===== config.mk =====
export PLATFORM = sky130hd
export DESIGN_NAME = schedule_time_string_parser
export DESIGN_NICKNAME = d
export VERILOG_FILES = /design/src/rtl/core/stp_pkg.sv /design/src/rtl/core/stp_step.sv /design/src/rtl/core/schedule_time_string_parser.sv
export SDC_FILE = /design/constraint.sdc
export NUM_CORES = 1
export LEC_CHECK = 0
export BUFFER_PORTS_ARGS = -buffer_cell sky130_fd_sc_hd__buf_2
export CAP_MARGIN = 20
export CORE_UTILIZATION = 58
export DETAILED_ROUTE_END_ITERATION = 10
export PLACE_DENSITY = 0.8
export SLEW_MARGIN = 20
export SYNTH_ARGS = -nofsm -noshare
export SYNTH_HDL_FRONTEND = slang
export SYNTH_SLANG_ARGS = --single-unit

===== constraint.sdc =====
create_clock -name i_clk -period 10.65 [get_ports i_clk]
set_clock_uncertainty 0.15 [all_clocks]
set_input_delay 0 -clock i_clk [delete_from_list [all_inputs] [get_ports i_clk]]
set_output_delay 0 -clock i_clk [all_outputs]
set_load 0.005 [all_outputs]

===== src/rtl/core/stp_pkg.sv =====
package stp_pkg;

    // parse phases of one schedule string
    typedef enum logic [2:0] {
        PH_HOUR = 3'd0,
        PH_MIN  = 3'd1,
        PH_SEC  = 3'd2,
        PH_DAY0 = 3'd3,
        PH_DAYS = 3'd4,
        PH_DONE = 3'd5
    } t_phase;

    // parser state carried from one character to the next
    typedef struct packed {
        t_phase      phase;
        logic [6:0]  acc;
        logic [16:0] secs;
        logic [6:0]  mask;
        logic [3:0]  next_day;
        logic        range_pend;
        logic        failed;
    } t_state;

    // one result item
    typedef struct packed {
        logic        valid_res;
        logic [16:0] seconds_of_day;
        logic [6:0]  day_mask;
    } t_result;

    localparam t_state STATE_RESET = '{
        phase:      PH_HOUR,
        acc:        7'd0,
        secs:       17'd0,
        mask:       7'd0,
        next_day:   4'd0,
        range_pend: 1'b0,
        failed:     1'b0
    };

    // field limits and scale factors
    localparam logic [6:0]  HOUR_MAX     = 7'd23;
    localparam logic [6:0]  MINSEC_MAX   = 7'd59;
    localparam logic [6:0]  ACC_SAT      = 7'd99;
    localparam logic [16:0] SEC_PER_HOUR = 17'd3600;
    localparam logic [16:0] SEC_PER_MIN  = 17'd60;
    localparam logic [6:0]  ALL_DAYS     = 7'h7F;
    localparam logic [16:0] SEC_MAX      = 17'd86399;

    // character codes
    localparam logic [7:0] CH_ZERO  = 8'h30;
    localparam logic [7:0] CH_ONE   = 8'h31;
    localparam logic [7:0] CH_SEVEN = 8'h37;
    localparam logic [7:0] CH_NINE  = 8'h39;
    localparam logic [7:0] CH_COLON = 8'h3A;
    localparam logic [7:0] CH_PCT   = 8'h25;
    localparam logic [7:0] CH_STAR  = 8'h2A;
    localparam logic [7:0] CH_DASH  = 8'h2D;

endpackage


===== src/rtl/core/stp_step.sv =====
module stp_step import stp_pkg::*; (
    input  t_state     i_state,
    input  logic [7:0] i_char,
    input  logic       i_last,
    output t_state     o_state,
    output t_result    o_result
);

    // one character of parsing: digit accumulate, field close, day list
    always_comb begin
        t_state      s;
        logic        is_dig;
        logic        day_ok;
        logic [9:0]  acc_mul;
        logic [6:0]  acc_dig;
        logic [6:0]  num;
        logic        num_bad;
        logic [16:0] add_term;
        logic [2:0]  d;
        logic [6:0]  span;

        s       = i_state;
        is_dig  = (i_char >= CH_ZERO) && (i_char <= CH_NINE);
        day_ok  = (i_char >= CH_ONE) && (i_char <= CH_SEVEN);
        acc_mul = {3'd0, i_state.acc} * 10'd10 + {6'd0, i_char[3:0]};
        acc_dig = (acc_mul > {3'd0, ACC_SAT}) ? ACC_SAT : acc_mul[6:0];
        num     = is_dig ? acc_dig : i_state.acc;
        num_bad = (i_state.phase == PH_HOUR) ? (num > HOUR_MAX) : (num > MINSEC_MAX);
        d       = i_char[2:0];

        // seconds contributed by the closing number
        case (i_state.phase)
            PH_HOUR: add_term = {10'd0, num} * SEC_PER_HOUR;
            PH_MIN:  add_term = {10'd0, num} * SEC_PER_MIN;
            default: add_term = {10'd0, num};
        endcase

        // days covered by a range ending at d
        for (int k = 0; k < 7; k++) begin
            span[k] = (4'(k + 1) >= i_state.next_day) && (4'(k + 1) <= {1'b0, d});
        end

        if (!i_state.failed) begin
            case (i_state.phase)
                PH_HOUR, PH_MIN, PH_SEC: begin
                    if (is_dig) begin
                        s.acc = acc_dig;
                    end
                    if (!is_dig || i_last) begin
                        s.acc = 7'd0;
                        if (num_bad) begin
                            s.failed = 1'b1;
                        end else begin
                            s.secs = i_state.secs + add_term;
                            if (!is_dig) begin
                                if (i_char == CH_COLON && i_state.phase == PH_HOUR) begin
                                    s.phase = PH_MIN;
                                end else if (i_char == CH_COLON && i_state.phase == PH_MIN) begin
                                    s.phase = PH_SEC;
                                end else if (i_char == CH_PCT) begin
                                    s.phase = PH_DAY0;
                                end else begin
                                    s.phase = PH_DONE;
                                end
                            end
                        end
                    end
                end
                PH_DAY0, PH_DAYS: begin
                    if (i_state.phase == PH_DAY0 && i_char == CH_STAR) begin
                        s.mask  = ALL_DAYS;
                        s.phase = PH_DONE;
                    end else begin
                        s.phase = PH_DAYS;
                        if (is_dig) begin
                            if (!day_ok) begin
                                s.failed = 1'b1;
                            end else if (i_state.range_pend) begin
                                // end day must lie past the last day taken
                                if ({1'b0, d} < i_state.next_day) begin
                                    s.failed = 1'b1;
                                end else begin
                                    s.mask       = i_state.mask | span;
                                    s.range_pend = 1'b0;
                                    s.next_day   = {1'b0, d} + 4'd1;
                                end
                            end else begin
                                s.mask     = i_state.mask | (7'd1 << (d - 3'd1));
                                s.next_day = {1'b0, d} + 4'd1;
                            end
                        end else if (i_state.next_day != 4'd0 && i_char == CH_DASH) begin
                            s.range_pend = 1'b1;
                        end else begin
                            s.failed = 1'b1;
                        end
                    end
                end
                default: ;
            endcase
        end

        // result fields are zero on error
        o_result.valid_res      = !s.failed;
        o_result.seconds_of_day = s.failed ? 17'd0 : s.secs;
        o_result.day_mask       = s.failed ? 7'd0 : s.mask;

        // the last character returns the parser to its reset state
        o_state = i_last ? STATE_RESET : s;
    end

endmodule


===== src/rtl/core/schedule_time_string_parser.sv =====
// Schedule string parser: takes one character of a string H[:M[:S]][%days] per transfer
// and gives one result per string, after the character marked last. A new character is
// taken every cycle unless the input is held; a string's result is registered when its
// last character leaves the input register. The input side keeps accepting while a
// result waits, except that the last character of the next string is held until the
// waiting result is taken. The rate of one character per cycle is set by the parser
// state update (digit accumulate, field range check and seconds add, day mask update).
module schedule_time_string_parser import stp_pkg::*; (
    input  logic        i_clk,
    input  logic        i_rst_n,
    input  logic        i_valid,
    output logic        o_ready,
    input  logic [7:0]  i_char_in,
    input  logic        i_last_char,
    output logic        o_valid,
    input  logic        i_ready,
    output logic        o_valid_res,
    output logic [16:0] o_seconds_of_day,
    output logic [6:0]  o_day_mask
);

    logic       r_in_valid;
    logic [7:0] r_in_char;
    logic       r_in_last;
    t_state     r_state;
    t_state     n_state;
    logic       r_out_valid;
    t_result    r_out_res;
    t_result    n_out_res;
    logic       advance;

    // the held character moves on unless its result would overwrite a stalled one
    assign advance = r_in_valid && (!r_in_last || !r_out_valid || i_ready);
    assign o_ready = !r_in_valid || advance;

    // input register
    always_ff @(posedge i_clk) begin
        if (!i_rst_n) begin
            r_in_valid <= 1'b0;
        end else if (o_ready) begin
            r_in_valid <= i_valid;
        end
        if (o_ready && i_valid) begin
            r_in_char <= i_char_in;
            r_in_last <= i_last_char;
        end
    end

    stp_step u_step (
        .i_state  (r_state),
        .i_char   (r_in_char),
        .i_last   (r_in_last),
        .o_state  (n_state),
        .o_result (n_out_res)
    );

    // parser state
    always_ff @(posedge i_clk) begin
        if (!i_rst_n) begin
            r_state <= STATE_RESET;
        end else if (advance) begin
            r_state <= n_state;
        end
    end

    // result register
    always_ff @(posedge i_clk) begin
        if (!i_rst_n) begin
            r_out_valid <= 1'b0;
        end else if (advance && r_in_last) begin
            r_out_valid <= 1'b1;
        end else if (i_ready) begin
            r_out_valid <= 1'b0;
        end
        if (advance && r_in_last) begin
            r_out_res <= n_out_res;
        end
    end

    assign o_valid          = r_out_valid;
    assign o_valid_res      = r_out_res.valid_res;
    assign o_seconds_of_day = r_out_res.seconds_of_day;
    assign o_day_mask       = r_out_res.day_mask;

endmodule


# Word-level counts from Yosys, hierarchy flattened
# Index checks and enable logic that the tools add are counted.
word_totals:
  mem_count: 0
  input_bits: 13
  output_inout_bits: 27
  mem_bits_ro: 0
  wordCells: 146
  latchBits: 0
  mem_bits_rw: 0
  register_bits: 76
classes:
  reduce_logical: 40
  mul: 3
  eq_ne: 15
  order_cmp: 22
  muxes: 45
  add_sub_neg: 4
  bitwise_logic: 2
  shift: 1
  div_mod_pow: 0
ops:
  columns: ["cell", "n"]
  rows:
  - ["$mux 12", 9]
  - ["$mux 40", 2]
  - ["$pmux 17 s2", 1]
  - ["$eq 8x6->1 const B", 4]
  - ["$mux 27", 1]
  - ["$mux 24", 1]
  - ["$mux 11", 2]
  - ["$mux 7", 3]
  - ["$add 17x17->17", 1]
  - ["$mux 17", 1]
  - ["$ge 3x4->1 const A", 4]
  - ["$ge 8x6->1 const B", 2]
  - ["$le 8x6->1 const B", 2]
  - ["$logic_and 1x1->1", 16]
  - ["$mux 3", 5]
  - ["$mux 2", 7]
  - ["$or 7x7->7", 2]
  - ["$mul 7x8->13 const B", 1]
  - ["$le 3x3->1 const A", 4]
  - ["$ne 3x3->1 const B", 4]
  - ["$reduce_and 6->1", 2]
  - ["$mul 7x4->11 const B", 1]
  - ["$add 10x4->10", 1]
  - ["$gt 10x7->1 const B", 1]
  - ["30 further kinds", 55]

# Longest topological paths before layout
# Gate-level depths: netlist of the first run.
logic_depth:
  ltp_word: 22
  mapped_depth: 38
  ltp_nobuf: 38

# Hierarchy
# From an unflattened synthesis of the first run, not the netlist that was laid out.
unflattened:
  cells_unflattened: 835
  area_unflattened_um2: 7169.4
by_module_without_submodules:
  columns: ["mod", "cells_each", "instances", "area_per_inst_um2", "seq_area_each_um2"]
  rows:
  - ["stp_step", 616, 1, 4393.0, 0.0]
  - ["schedule_time_string_parser", 219, 1, 2776.4, 1861.8]

# Worst setup path before layout of the first run
# No wires, ideal clock.
synth_path:
  path_type: "register to register"
  start: "register r_state[31] (netlist name)"
  end: "register r_out_res, in the netlist o_seconds_of_day[16], data pin"
  synth_period_minus_slack_ps: 7617
  arrival_time_ps: 7211
  n_path_buf: 0
  path_slack_ps: 3033
  stages_incl_launch_ff: 36
  setup_ps: 256
  t_required_ps: 10244
  path_cell_list: "dfxtp_1 > ha_1 > ha_1 > inv_1 > fa_1 > nand2b_1 > nor2_1 > and2_1 > xnor2_1 > a311o_2 > nor3_4 > nand2b_1 > mux2i_1 > inv_1 > ha_1 > ha_1 > ha_1 > xnor2_1 > ha_1 > a21o_1 > a21o_1 > a21o_1 > a21oi_1 > xnor2_1 > mux2i_1 > nor2_1 > ha_1 > a21o_1 > a31oi_1 > o2111ai_1 > a21oi_1 > o21bai_1 > a21oi_1 > xnor2_1 > a21o_1 > a21oi_1"
synth_between:
  elab_chain_len: 12
  elab_cells_between_ends: 19
  classes_between: "add/sub (2); mul (3); order compare (3); mux (11)"
synth_lines:
  columns: ["item", "line_no", "source"]
  rows:
  - ["start, declared", "schedule_time_string_parser.sv:25", "t_state r_state;"]
  - ["start signal, assigned", "schedule_time_string_parser.sv:62", "r_state <= n_state;"]
  - ["$mul 7x3->9", "stp_step.sv:25", "acc_mul = {3'd0, i_state.acc} * 10'd10 + {6'd0, i_char[3:0]};"]
  - ["$add 10x4->10", "stp_step.sv:25", null]
  - ["$gt 10x7->1", "stp_step.sv:26", "acc_dig = (acc_mul > {3'd0, ACC_SAT}) ? ACC_SAT : acc_mul[6:0];"]
  - ["$mux 7", "stp_step.sv:26", null]
  - ["$mux 7 *", "stp_step.sv:27", "num = is_dig ? acc_dig : i_state.acc;"]
  - ["$mul 7x8->13 or $mul 7x4->11 (tied branches)", "stp_step.sv:33, stp_step.sv:34", null]
  - ["$pmux 17 s2", "stp_step.sv:32", "case (i_state.phase)"]
  - ["$add 17x17->17", "stp_step.sv:54", "s.secs = i_state.secs + add_term;"]
  - ["$mux 17", "stp_step.sv:51", "if (num_bad) begin"]
  - ["$mux 27", "stp_step.sv:49", "if (!is_dig || i_last) begin"]
  - ["$mux 24", "stp_step.sv:44", "case (i_state.phase)"]
  - ["$mux 40 *", "stp_step.sv:43", "if (!i_state.failed) begin"]
  - ["end signal, assigned", "schedule_time_string_parser.sv:76", "r_out_res <= n_out_res;"]
  - ["end, declared", "schedule_time_string_parser.sv:28", "t_result r_out_res;"]
# Mark *: on every way between the ends. The rest lies on a longest branch, timed or not. The select of a mux whose other input is x is not followed.
# A chain may end at the register's enable or synchronous reset.

# Worst setup path in the final report of the first run
layout_path:
  start: "register r_state[31] (netlist name)"
  end: "register r_state[29] (netlist name)"
layout_between:
  elab_chain_len: 13
  elab_cells_between_ends: 17
  classes_between: "add/sub (2); mul (3); order compare (3); mux (9)"
layout_lines:
  columns: ["item", "line_no", "source"]
  rows:
  - ["$mul 7x3->9", "stp_step.sv:25", null]
  - ["$add 10x4->10", "stp_step.sv:25", null]
  - ["$gt 10x7->1", "stp_step.sv:26", null]
  - ["$mux 7", "stp_step.sv:26", null]
  - ["$mux 7 *", "stp_step.sv:27", null]
  - ["$mul 7x8->13 or $mul 7x4->11 (tied branches)", "stp_step.sv:33, stp_step.sv:34", null]
  - ["$pmux 17 s2", "stp_step.sv:32", null]
  - ["$add 17x17->17", "stp_step.sv:54", null]
  - ["$mux 17 *", "stp_step.sv:51", null]
  - ["$mux 27 *", "stp_step.sv:49", null]
  - ["$mux 24 *", "stp_step.sv:44", null]
  - ["$mux 40 *", "stp_step.sv:43", null]
  - ["$mux 40 *", "stp_step.sv:108", "o_state = i_last ? STATE_RESET : s;"]
# Marked as above.

==> reports/results.txt, run 1 <==
Crit Path Category -> flop to flop
Avg Inst Size Synth -> 8.67 um^2
I/O pin count -> 40
Max FO, Critical Path -> 7
Placeable Area -> 0.0111 mm^2
asr flop ratio synth -> 0%
Die Ht -> 110 um
Seq pwr share -> 46.1%
initial cell density of the core -> 60.8%
share of cells above drive strength 1 -> 10.2%
# diodes -> 0
hold path depth -> 2
Power Dens Cells -> 94.5 mW/mm^2
Leak -> 3.37 nW
Post-CTS Setup Inserts -> 0
Least-Margin Pin Slew -> 0.988 ns
RD Place Congestion -> 0.921
met2 usage -> 49.5%
worst reg2reg setup slack -> 1.90 ns
sequential share of the synthesized area -> 27.6%
Worst VDD drop -> 142 uV
Mapped Cells -> 777
critical path endpoint category -> flop
fmax -> 0.114 GHz
P&R area growth vs syn -> 9.49%
WP data required -> 10.75 ns
P_int -> 0.507 mW
hold path endpoint -> r_state[1]
setup_tns -> 0 ns
Synth warnings -> 0
fin area -> 0.00738 mm^2
syn nets -> 883
first-pass GRT wire length -> 27.3 mm
initial antenna violation count -> 0
total track usage -> 29.0%
Area after DPL -> 0.00698 mm^2
Root Buffer -> clkbuf_16
switching share of total power -> 27.2%
# clock sinks -> 76
Antenna Nets Post-Route -> 0
Via Count -> 5982
final WL -> 16.5 mm
switching power -> 0.190 mW
CP top delay family -> compound AO/OA/AOI/OAI gates
crit path DAT -> 8.84 ns
Residual DRC -> 0
Final Hold Viols -> 0
fin crit period -> 8.75 ns
wire per inst -> 17.2 um
via/cell ratio -> 6.27
H-tree levels -> 3
unrepaired setup endpoints after global routing -> no
worst setup path startpoint -> r_state[31]
Worst Path Buf+Inv -> 1
CTS tree -> built
flops & latches, synth -> 76
met3 GRT Util -> 3.38%
HP Class -> input pin to flop
insertion delay of the later-clocked pin in the worst-skew pair -> 0.34 ns
Reg-to-Reg Start -> r_state[31]
clock power share -> 40.1%
post-CTS sizing -> 0
worst-case hold slack -> 0.0646 ns
Worst setup SP type -> flop
Layout fillers -> 869
Die W -> 110 um
PortBufs -> 39
number of global-route vias before repair -> 5725
status -> finished, final reports clean
post-DP HPWL -> 12.1 mm
critical path's slowest cell -> o21ai_0
Comb power frac -> 13.8%
GRT Residual Overflow -> 0
Nets -> 915
HP Start -> i_rst_n
Die ar. -> 0.0120 mm^2
busiest grt layer -> met2
Pins Over Slew Limit -> 0
number of enable flip-flop cells after synthesis -> 34
clock-pin slew on the worst setup and hold paths -> 0.06 ns
final setup fails -> 0
largest net degree at the start of global routing -> 34
met1 GRT Util -> 37.6%
ys flop type -> dfxtp_1
reg2reg end -> r_state[29]
Slew headroom -> 34.1%
max incr delay on CP -> 0.69 ns
CTS Buf Count -> 9
most used cell, CP -> ha_1
Mapped Area -> 0.00674 mm^2
max_cap viols -> 0
CTS max path bufs -> 2
Pre-Repair DR Iteration Count -> 8
fin crit share -> 82.1%
reg2reg path depth -> 33
number of library cell types mapped by synthesis -> 71
DR iter-0 viols -> 586
Core Rows -> 38
layout make-up:
type | instances | area [um^2] | area share [%]
inverter | 55 | 206 | 2.80
clock inverter | 3 | 23.8 | 0.322
multi-input combinational | 613 | 4530 | 61.4
sequential | 76 | 1860 | 25.2
tap | 140 | 175 | 2.37
clock buffer | 13 | 240 | 3.26
timing repair buffer | 54 | 338 | 4.58
state kept, by name (all words and copies together) (netlist names):
name	cells
r_state	40
o_seconds_of_day	17
r_in_char	8
o_day_mask	7
o_valid	1
o_valid_res	1
r_in_last	1
r_in_valid	1
worst reg2reg max path, delay by kind of cell (launching register included):
family	cells	cell delay (ns)
AND/OR/NAND/NOR	6	0.98
adder cells (fa/ha/maj)	8	2.59
buffers and inverters	1	0.07
multiplexers	1	0.09
AO/OA/AOI/OAI	13	3.18
XOR/XNOR	4	1.13
flip-flops	1	0.47
how the worst max path moves through the flow:
stage	to	slack, ns	cells after the start
CTS	r_state[29]	1.99	33
floorplan	o_seconds_of_day[16]	3.03	35
finish	r_state[29]	1.90	33
detailed placement	r_state[29]	2.04	33
global placement	o_seconds_of_day[16]	2.43	33
global route	r_state[29]	1.39	33
power groups by stage:
stage,logic [mW],registers (mW),clock network [mW]
detailed placement,0.0904,0.327,0
floorplan,0.0719,0.322,0
global route,0.106,0.322,0.292
finish,0.0963,0.321,0.280
CTS,0.0945,0.321,0.278
global placement,0.0879,0.327,0
repair_timing:
action,4_1_cts,5_1_grt
hold endpoints to repair,11,0
hold buffers,12,0
setup endpoints to repair,0,0
per-layer routing:
layer,vias to the layer above,routed length (um)
li1,2849,-
met4,0,318
met3,31,1050
met2,262,7880
met1,2840,7210
met5,-,0
metrics by stage:
stage / util [%] / instances / power (mW) / setup WS (ns)
final: 66.6 / 954 / 0.697 / 1.90
after global routing: 66.6 / 954 / 0.719 / 1.39
after CTS: 66.5 / 954 / 0.694 / 1.99
after detailed placement: 63.0 / 926 / 0.418 / 2.04
after global placement: 63.0 / 926 / 0.415 / 2.43
after floorplan: - / 777 / 0.394 / 3.03
cells in the mapped netlist (5+ instances only):
cell	count	share of area [%]
a211oi_1	8	0.89
a21o_1	18	2.0
a21oi_1	50	3.7
a22oi_1	9	1.0
a31oi_1	10	0.93
a32oi_1	13	1.7
and2_1	10	0.93
and3_1	7	0.65
clkbuf_1	23	1.3
dfxtp_1	42	12
edfxtp_1	34	15
fa_1	12	3.6
ha_1	81	15
inv_1	55	3.1
mux2i_1	21	3.1
nand2_1	41	2.3
nand2b_1	11	1.0
nand3_1	17	1.3
nand3b_1	9	1.0
nand4_1	5	0.46
nor2_1	96	5.3
nor2b_1	13	1.2
nor3_1	23	1.7
o21ai_0	36	2.7
o21bai_1	6	0.67
or3_1	11	1.0
xnor2_1	27	3.5
xor2_1	14	1.8
cell usage in the layout (no fill, tap or decap), types with 5 or more instances in the layout:
cell,synthesis,layout
and2_1,10,10
a32oi_1,13,13
nor2_1,96,96
dlygate4sd3_1,0,12
buf_2,2,39
dfxtp_1,42,42
nor2b_1,13,13
nand4_1,5,5
inv_1,55,55
nand3b_1,9,9
mux2i_1,21,21
xor2_1,14,14
o21ai_0,36,36
nor3_1,23,23
a21oi_1,50,50
o21bai_1,6,6
ha_1,81,81
a211oi_1,8,8
and3_1,7,6
nand3_1,17,17
a22oi_1,9,9
or3_1,11,11
a31oi_1,10,9
clkbuf_16,0,9
nand2_1,41,41
edfxtp_1,34,34
a21o_1,18,18
fa_1,12,12
nand2b_1,11,11
xnor2_1,27,27
logic make-up (layout without fill, tap and decap cells):
group / after synthesis / count (layout) / synth area share [%]
AO/OA/AOI/OAI: 194 / 194 / 20.1
flip-flops: 76 / 76 / 27.6
buffers and inverters: 88 / 125 / 5.22
adder cells (fa/ha/maj): 93 / 93 / 18.6
multiplexers: 21 / 21 / 3.12
AND/OR/NAND/NOR: 263 / 263 / 19.6
XOR/XNOR: 42 / 42 / 5.68
Note: power is estimated with default switching activity, not from simulation.
==> run 2: changes to the inputs <==
clock period = 9.1 ns   (was 10.65 ns; I/O delays follow)
==> reports/results.txt, run 2 (synthesis results as in run 1) <==
Comb power frac -> 14.0%
CTS Buf Count -> 9
wire per inst -> 18.2 um
WP data required -> 9.03 ns
HP Start -> i_rst_n
Die Ht -> 110 um
RD Place Congestion -> 0.906
Max FO, Critical Path -> 9
Antenna Nets Post-Route -> 0
Die W -> 110 um
PnR worst setup slack -> 0.531 ns
Seq pwr share -> 45.9%
Leak -> 3.39 nW
status -> finished, final reports clean
P_int -> 0.593 mW
max_cap viols -> 0
fin crit share -> 94.2%
Reg-to-Reg Start -> r_state[31]
Final Power -> 0.819 mW
setup_tns -> 0 ns
number of global-route vias before repair -> 5916
HP Class -> input pin to flop
Power Dens Cells -> 111 mW/mm^2
Residual DRC -> 0
initial cell density of the core -> 60.8%
H-tree levels -> 3
first-pass GRT wire length -> 28.2 mm
clock power share -> 40.1%
commonest non-fill, non-tap cell in the layout -> nor2_1
GRT Residual Overflow -> 0
crit path DAT -> 8.50 ns
final setup fails -> 0
post-DP HPWL -> 12.5 mm
CP top delay family -> adder cells
final WL -> 17.4 mm
reg2reg end -> o_seconds_of_day[16]
Top reg by flops -> r_state
I/O pin count -> 40
Least-Margin Pin Slew -> 0.990 ns
total track usage -> 30.3%
Worst VDD drop -> 122 uV
Pins Over Slew Limit -> 0
initial antenna violation count -> 0
critical path endpoint category -> flop
Worst setup SP type -> flop
Crit Path Category -> flop to flop
Root Buffer -> clkbuf_16
critical path's slowest cell -> fa_1
CTS tree -> built
PortBufs -> 39
DR iter-0 viols -> 517
Placeable Area -> 0.0111 mm^2
CTS max path bufs -> 2
clock-pin slew on the worst setup and hold paths -> 0.06 ns
worst reg2reg setup slack -> 0.53 ns
insertion delay of the later-clocked pin in the worst-skew pair -> 0.34 ns
DP Worst Slack -> 0.664 ns
switching share of total power -> 27.7%
share of cells above drive strength 1 -> 10.7%
Pre-Repair DR Iteration Count -> 8
Final Hold Viols -> 0
P&R area growth vs syn -> 9.75%
max incr delay on CP -> 0.49 ns
fmax -> 0.117 GHz
# diodes -> 0
Core Rows -> 38
largest net degree at the start of global routing -> 34
switching power -> 0.227 mW
# clock sinks -> 76
Worst Path Buf+Inv -> 2
reg2reg path depth -> 37
hold path depth -> 2
hold path endpoint -> r_state[1]
Nets -> 917
number of flip-flops in the largest register -> 40
fin crit period -> 8.57 ns
unrepaired setup endpoints after global routing -> no
worst-case hold slack -> 0.0694 ns
Slew headroom -> 34.0%
commonest cells after routing, fill and taps aside -> nor2_1 (96), ha_1 (81), inv_1 (55), a21oi_1 (50), dfxtp_1 (42)
Final Util -> 66.7%
via/cell ratio -> 6.42
Die ar. -> 0.0120 mm^2
Via Count -> 6135
Post-CTS Setup Inserts -> 0
run 2: changes by cell type in the layout (fill, tap and decap cells not counted):
cell,change
buf_4,+2
mux2i_2,+1
mux2i_1,-1
clkinv_2,+2
clkbuf_1,-1
clkinv_4,+1
clkinvlp_4,-1
inv_6,-1
run 2: how the worst max path moves through the flow:
stage	startpoint	end	slack (ns)	cells after the start
3_3_place_gp	r_state[33]	o_seconds_of_day[16]	0.93	35
3_5_place_dp	r_state[31]	r_state[29]	0.66	35
5_1_grt	r_state[31]	o_seconds_of_day[16]	0.03	35
2_1_floorplan	r_state[31]	o_seconds_of_day[16]	1.48	35
6_report	r_state[31]	o_seconds_of_day[16]	0.53	37
4_1_cts	r_state[31]	r_state[29]	0.56	35
run 2: layout make-up:
| class | instances | area (um^2) |
|---|---|---|
| clock inverter | 4 | 26.3 |
| sequential | 76 | 1860 |
| fill | 875 | 3680 |
| tap | 140 | 175 |
| multi-input combinational | 613 | 4530 |
| clock buffer | 12 | 236 |
| inverter | 55 | 206 |
| timing repair buffer | 56 | 353 |
run 2: metal layers:
layer / track usage (%) / vias to the layer above / wire length (um)
met5: 0 / - / 0
met4: 12.1 / 0 / 378
met3: 4.51 / 45 / 1170
met2: 53.2 / 299 / 8540
met1: 37.0 / 2934 / 7280
li1: - / 2857 / -
run 2: power groups by stage:
stage	Clock, mW	Combinational, mW	Sequential, mW
6_report	0.328	0.115	0.376
5_1_grt	0.340	0.125	0.377
4_1_cts	0.327	0.112	0.376
3_5_place_dp	0	0.107	0.383
3_3_place_gp	0	0.103	0.382
2_1_floorplan	0	0.0842	0.377
run 2: metrics by stage:
stage	instance area (um^2)	cells
after global routing	7390	956
final	7390	956
after floorplan	6740	777
after detailed placement	7000	928
after CTS	7380	956
after global placement	7000	928
run 2: what timing repair did:
action | 4_1_cts | 5_1_grt
hold buffers | 12 | 0
setup endpoints to repair | 0 | 2
gates resized for setup | 0 | 1
endpoints found under the hold margin | 11 | 0
run 2: worst register-to-register path, delay by kind of cell (launching register included):
family / cells / cell delay, ns
mux: 1 / 0.30
simple gates: 10 / 1.63
fa+ha+maj: 8 / 2.75
flops: 1 / 0.46
buf+inv: 2 / 0.22
xor+xnor: 4 / 0.90
compound gates: 12 / 1.89
==> run 3: changes to the inputs <==
BUFFER_PORTS_ARGS = -buffer_cell sky130_fd_sc_hd__clkbuf_2   (was -buffer_cell sky130_fd_sc_hd__buf_2)
==> reports/results.txt, run 3 (synthesis results as in run 1) <==
Power Dens Cells -> 111 mW/mm^2
Leak -> 3.41 nW
most used cell, CP -> ha_1
Pins Over Slew Limit -> 0
GRT Residual Overflow -> 0
PnR worst setup slack -> 0.503 ns
fin crit period -> 8.60 ns
number of global-route vias before repair -> 5808
Nets -> 917
crit path DAT -> 8.52 ns
reg2reg path depth -> 35
Top reg by flops -> r_state
HP Class -> input pin to flop
met1 GRT Util -> 37.4%
Root Buffer -> clkbuf_16
CTS Buf Count -> 9
# diodes -> 0
Die ar. -> 0.0120 mm^2
P&R area growth vs syn -> 9.90%
Finished Layout Cells -> 956
Pre-Repair DR Iteration Count -> 6
initial antenna violation count -> 0
critical path endpoint category -> flop
critical path's slowest cell -> fa_1
Worst Path Buf+Inv -> 2
fin crit share -> 94.5%
largest net degree at the start of global routing -> 34
commonest cells after routing, fill and taps aside -> nor2_1 (96), ha_1 (81), inv_1 (55), a21oi_1 (50), dfxtp_1 (42)
number of flip-flops in the largest register -> 40
CTS max path bufs -> 2
Crit Path Category -> flop to flop
fmax -> 0.116 GHz
hold path depth -> 2
# clock sinks -> 76
max_cap viols -> 0
WP data required -> 9.03 ns
final WL -> 16.7 mm
final setup fails -> 0
Antenna Nets Post-Route -> 0
CTS tree -> built
max incr delay on CP -> 0.50 ns
HP Start -> i_rst_n
Core Rows -> 38
PortBufs -> 39
Residual DRC -> 0
first-pass GRT wire length -> 27.8 mm
DP Worst Slack -> 0.592 ns
Slew headroom -> 33.3%
met3 GRT Util -> 3.85%
initial cell density of the core -> 60.8%
Reg-to-Reg Start -> r_state[31]
Placed Cells -> 928
H-tree levels -> 3
CP top delay family -> compound AO/OA/AOI/OAI gates
Via Count -> 5981
Max FO, Critical Path -> 9
commonest non-fill, non-tap cell in the layout -> nor2_1
status -> finished, final reports clean
RD Place Congestion -> 0.919
hold path endpoint -> r_state[1]
DR iter-0 viols -> 541
met2 usage -> 51.0%
Final Hold Viols -> 0
I/O pin count -> 40
busiest grt layer -> met2
total track usage -> 29.5%
post-DP HPWL -> 12.3 mm
insertion delay of the later-clocked pin in the worst-skew pair -> 0.34 ns
unrepaired setup endpoints after global routing -> no
Die Ht -> 110 um
Worst setup SP type -> flop
setup_tns -> 0 ns
Final Util -> 66.8%
Least-Margin Pin Slew -> 1.00 ns
reg2reg end -> o_seconds_of_day[16]
worst reg2reg setup slack -> 0.50 ns
clock-pin slew on the worst setup and hold paths -> 0.06 ns
Worst VDD drop -> 127 uV
share of cells above drive strength 1 -> 10.8%
Die W -> 110 um
via/cell ratio -> 6.26
wire per inst -> 17.4 um
Placeable Area -> 0.0111 mm^2
run 3: changes by cell type in the layout (fill, tap and decap cells not counted):
cell,previous run,this run
clkbuf_8,0,1
clkbuf_1,3,2
clkbuf_2,0,39
buf_2,39,0
run 3: how the worst max path moves through the flow:
stage | from | endpoint | cells past startpoint
after detailed placement | r_state[31] | o_seconds_of_day[16] | 35
after CTS | r_state[31] | o_seconds_of_day[16] | 35
after global routing | r_state[31] | o_seconds_of_day[16] | 35
after floorplan | r_state[31] | o_seconds_of_day[16] | 35
final | r_state[31] | o_seconds_of_day[16] | 35
after global placement | r_state[31] | o_seconds_of_day[16] | 35
run 3: per-layer routing:
layer	up-vias	routed length, um
met5	-	0
met4	0	256
met3	40	993
met2	242	8120
met1	2845	7310
li1	2854	-
run 3: power by group:
group | leakage [nW] | switching (mW) | internal (mW)
Combinational | 2.63 | 0.0704 | 0.0427
Sequential | 0.647 | 0.0108 | 0.365
Clock | 0.133 | 0.140 | 0.192
Total | 3.41 | 0.222 | 0.600
run 3: what timing repair did:
item / in CTS / in global routing
gates resized for setup: 0 / 1
endpoints found under the hold margin: 11 / 0
setup buffers: 0 / 0
hold buffers: 12 / 0
endpoints found under the setup margin: 0 / 3
run 3: final cells by class:
cell class	count	area [um^2]
Tap cell	140	175
Clock buffer	12	246
Sequential cell	76	1860
Multi-Input combinational cell	613	4530
Inverter	55	206
Timing Repair Buffer	56	353
Fill cell	881	3670
Clock inverter	4	26.3
run 3: per-stage QoR:
step | hold WS, ns | cell area, um^2 | power [mW]
6_report | 0.219 | 7400 | 0.821
5_1_grt | 0.235 | 7400 | 0.850
4_1_cts | 0.194 | 7390 | 0.817
3_5_place_dp | 0.0291 | 7000 | 0.489
3_3_place_gp | 0.0269 | 7000 | 0.485
2_1_floorplan | -0.0511 | 6740 | 0.461
